`src/pts_pkg.sv`:
```
// shared types and constants of the periodic task tick scheduler
package pts_pkg;

    localparam int MAX_TASKS_DEF = 20;
    localparam int MODE_W        = 2;
    localparam int PERIOD_W      = 8;
    localparam int DELAY_W       = 16;
    localparam int IDX_OUT_W     = 5;
    localparam int CNT_OUT_W     = 5;

    typedef enum logic [MODE_W-1:0] {
        MODE_TICK     = 2'd0,
        MODE_DISPATCH = 2'd1,
        MODE_REGISTER = 2'd2,
        MODE_DELAY    = 2'd3
    } mode_t;

    typedef enum logic [1:0] {
        ST_IDLE,
        ST_WALK,
        ST_FINAL
    } state_t;

    typedef struct packed {
        logic                pend;
        logic [PERIOD_W-1:0] countdown;
        logic [PERIOD_W-1:0] reload;
    } pts_entry_t;

    typedef struct packed {
        logic start_walk;
        logic walk_tick;
        logic dec_delay;
        logic walk;
        logic finish;
        logic do_register;
        logic load_delay;
    } pts_cmd_t;

    typedef struct packed {
        logic can_load;
        logic walk_done;
    } pts_status_t;

endpackage

```
`src/pts_ctrl.sv`:
```
// controller state machine sequencing item acceptance, slot walks and final results
module pts_ctrl import pts_pkg::*; (
    input  logic        clk,
    input  logic        rst_n,
    input  logic        in_valid,
    input  mode_t       in_mode,
    output logic        in_ready,
    input  pts_status_t stat,
    output pts_cmd_t    cmd
);

    state_t state_reg;
    state_t state_next;

    always_ff @(posedge clk or negedge rst_n)
    begin
        if (!rst_n)
        begin
            state_reg <= ST_IDLE;
        end
        else
        begin
            state_reg <= state_next;
        end
    end

    always_comb
    begin
        state_next = state_reg;
        cmd        = '0;
        in_ready   = 1'b0;
        case (state_reg)
            ST_IDLE:
            begin
                in_ready = stat.can_load;
                if (in_valid && stat.can_load)
                begin
                    case (in_mode)
                        MODE_TICK:
                        begin
                            cmd.start_walk = 1'b1;
                            cmd.walk_tick  = 1'b1;
                            cmd.dec_delay  = 1'b1;
                            state_next     = ST_WALK;
                        end
                        MODE_DISPATCH:
                        begin
                            cmd.start_walk = 1'b1;
                            state_next     = ST_WALK;
                        end
                        MODE_REGISTER:
                        begin
                            cmd.do_register = 1'b1;
                        end
                        MODE_DELAY:
                        begin
                            cmd.load_delay = 1'b1;
                        end
                        default:
                        begin
                            state_next = ST_IDLE;
                        end
                    endcase
                end
            end
            ST_WALK:
            begin
                cmd.walk = 1'b1;
                if (stat.walk_done)
                begin
                    state_next = ST_FINAL;
                end
            end
            ST_FINAL:
            begin
                cmd.finish = 1'b1;
                if (stat.can_load)
                begin
                    state_next = ST_IDLE;
                end
            end
            default:
            begin
                state_next = ST_IDLE;
            end
        endcase
    end

endmodule

```
`config.mk`:
```
export PLATFORM = sky130hd
export DESIGN_NAME = pts_ctrl
export DESIGN_NICKNAME = d
export VERILOG_FILES = /design/src/pts_pkg.sv /design/src/pts_ctrl.sv
export SDC_FILE = /design/constraint.sdc
export NUM_CORES = 1
export LEC_CHECK = 0
export BUFFER_PORTS_ARGS = -buffer_cell sky130_fd_sc_hd__clkbuf_2
export CORE_AREA = 2 2 39 41
export CTS_CLUSTER_SIZE = 40
export DETAILED_ROUTE_END_ITERATION = 6
export DIE_AREA = 0 0 41 43
export PLACE_DENSITY = 0.39
export SLEW_MARGIN = 5
export SYNTH_ARGS = -nofsm -noshare
export SYNTH_HDL_FRONTEND = slang
export SYNTH_SLANG_ARGS = --single-unit
```
`constraint.sdc`:
```
create_clock -name clk -period 2.5 [get_ports clk]
set_input_delay 0.5 -clock clk [delete_from_list [all_inputs] [get_ports clk]]
set_output_delay 0.5 -clock clk [all_outputs]
set_load 0.05 [all_outputs]
```
==> summary.md <==
| Metric | Value |
|---|---|
| Sequential element share of the synthesized area | 32.3% |
| Top post-synthesis cells by count | nor3_1 (4), inv_1 (3) |
| Static leakage power | 0.143 nW |
| Post-Syn Area | 155 um2 |
| Delay of the slowest cell on the worst path | 0.41 ns |
| CP max FO | 5 |
| Critical Path Slowest Stage Cell | dfrtp_1 |
| Worst reg-to-reg path cell count | 2 |
| Setup Total Neg Slack | 0 ns |
| Non-filler cells in the finished layout | 50 |
| Routability-driven placement congestion ratio | 0.572 |
| Number of routed nets with antenna violations | 0 |
| Remaining global-route overflow | 0 |
| Initial DRC count | 2 |
| H-tree level count | 1 |
| Count of state elements after synthesis | 2 |
| Number of enable-type register cells in the synthesized netlist | 0 |
| Total number of nets in the final design | 43 |
| Cell chain of the critical path | nand4bb_1 -> nor3_1 -> clkbuf_2 |
| Setup-violating endpoint count in the final report | 0 |
| Share of final-layout standard cells stronger than drive strength 1 | 52.9% |
| Number of top-level design ports | 15 |
| Placed Instances | 47 |
| Clock period minus final worst setup slack | 1.95 ns |
| GRT Resource Usage Total | 5.30% |
| Cts-stage hold buffer count | 0 |
| Starting density of the core | 11.2% |
| Gates resized, CTS repair | 0 |
| Final routed wirelength across all metal layers | 433 um |
| Floorplan die height | 43 um |
| Library cell with the highest instance count after synthesis | nor3_1 |
| Data arrival time of the worst path | 1.45 ns |
| Category of the worst setup path launch point | flop |
| Largest area contributor in the synthesized netlist | dfrtp_1 |
| Port Buffers | 14 |
| Post-Syn Instances | 19 |
| Num CTS Buffers | 3 |
| Async S/R FF share, synth | 100% |
| Maximum clock frequency | 513 MHz |
| Hold/Removal Path Class | input pin to async pin |
| Clock tree root driver cell | clkbuf_4 |
| Post-CTS setup buffer count | 0 |
| Die Footprint | 1760 um2 |
| Final Skew | 0.00194 ns |
| Core area | 1380 um2 |
| Final Max Tran Viols | 0 |
| Category of the critical setup timing path | flop to output pin |
| Buffers from clock root to sink, at most | 2 |
| Number of distinct library cells after synthesis | 10 |
| Cell types occupying the most area after synthesis | dfrtp_1 (32%), nand4bb_1 (15%), nor3_1 (13%), buf_4 (9.7%), nor2b_1 (8.1%) |
| Number of endpoints with negative hold slack in the final report | 0 |
| CTS Sinks | 2 |
| Number of remaining DRC errors | 0 |
| Synthesis-to-layout area growth | 66.1% |
| Pin slew with the least headroom to its limit | 0.279 ns |
| Via count of the first global-routing pass | 141 |
| Wire length of the first global-routing pass | 545 um |
| Setup repair after global routing missed its margin | false |
| Run status | finished, final reports clean |
| Worst setup EP type | output pin |
| Die extent in x | 41 um |
| Flip-flop count of the largest register, all copies and words added | 2 |
| Number of antenna violations at the first check in global routing | 0 |
| Reg-to-reg slack, setup | 1.59 ns |
| Standard-cell row count | 14 |
| Vias per inst | 3.56 |
| Share of the synthesized area in the top cell type | 32.3% |
| Cell area after layout | 258 um2 |
| Synth Area per Inst | 8.17 um2 |
| Pwr/cell area | 661 nW/um2 |
| Synth Flop Type | dfrtp_1 |
| Ys Warns | 0 |
| Placed inst area | 235 um2 |
| Synthesized net count | 26 |
| Number of inserted diodes | 0 |
| CTS tree | done |
| Worst max-slew margin expressed relative to the limit | 81.5% |
| Number of vias after detailed routing | 178 |
| Detailed-router iteration count before antenna repair | 2 |
| DR WL/cell | 8.66 um |
| Count of max-cap constraint violations | 0 |
| Final Cycle Share | 77.9% |
| Clock slew at reported path FFs | 0.03 ns |
| Maximum number of pins on one net before global-route repair | 7 |
| Peak ir drop on the vdd network | 0.140 mV |
| Required time at the endpoint of the critical path | 2.00 ns |
| Clock latency on the worst-skew pair | 0.22 ns |
==> kinds of logic after synthesis <==
logic type / Yosys count / synth area share, %
buffers and inverters: 5 / 16.9
AO/OA/AOI/OAI: 2 / 8.87
AND/OR/NAND/NOR: 10 / 41.9
flip-flops: 2 / 32.3
==> per-layer routing <==
layer | global-route usage (%) | routed length, um | up-vias
met5 | 0 | 0 | -
met4 | 6.00 | 8 | 0
met3 | 4.71 | 65 | 2
met2 | 5.63 | 151 | 13
met1 | 5.40 | 207 | 66
li1 | - | - | 97
==> where the power goes <==
group | switching [W] | internal [W] | leakage [nW]
clock | 0.0000174 | 0.0000528 | 0.0138
sequential | 0.00000455 | 0.0000360 | 0.0268
combinational | 0.0000428 | 0.0000167 | 0.102
==> worst max-delay path, delay by kind of cell, from the launching register on <==
kind / cells / cell delay (ns)
buffers and inverters: 1 / 0.31
flip-flops: 1 / 0.41
AND/OR/NAND/NOR: 2 / 0.50
==> final timing paths <==
path | from | end
min | rst_n | state_reg[1]$_DFFE_PN0P_
max in group asynchronous | rst_n | state_reg[0]$_DFFE_PN0P_
min in group clk | state_reg[1]$_DFFE_PN0P_ | state_reg[0]$_DFFE_PN0P_
min reg2reg | state_reg[1]$_DFFE_PN0P_ | state_reg[0]$_DFFE_PN0P_
max reg2reg | state_reg[0]$_DFFE_PN0P_ | state_reg[1]$_DFFE_PN0P_
max | state_reg[1]$_DFFE_PN0P_ | cmd[1]
==> cell type report <==
class,count,area (um2)
multi-input cells,12,83.8
well taps,16,20.0
clock buffers,3,22.5
inverters,3,11.3
fillers,159,1130
repair buffers,14,70.1
flip-flops and latches,2,50.0
==> layout by cell type (no fill, tap or decap) <==
| cell | count |
|---|---|
| nor3_2 | 1 |
| clkbuf_4 | 3 |
| dfrtp_1 | 2 |
| a22o_1 | 1 |
| inv_1 | 3 |
| nor2b_1 | 2 |
| a21oi_1 | 1 |
| clkbuf_2 | 14 |
| nand4bb_1 | 2 |
| nand2b_1 | 1 |
| nor2_1 | 1 |
| nor3_1 | 3 |
==> metrics by stage <==
step	setup slack, ns	util, %	total power (W)	hold slack, ns
2_1_floorplan	0.251	-	0.0000867	0.204
3_3_place_gp	0.703	17.0	0.000101	0.289
3_5_place_dp	0.687	17.0	0.000101	0.288
4_1_cts	0.535	18.6	0.000175	0.0472
5_1_grt	0.467	18.6	0.000183	0.0486
6_report	0.551	18.6	0.000170	0.0559
Power figures use the tool's default switching activity.
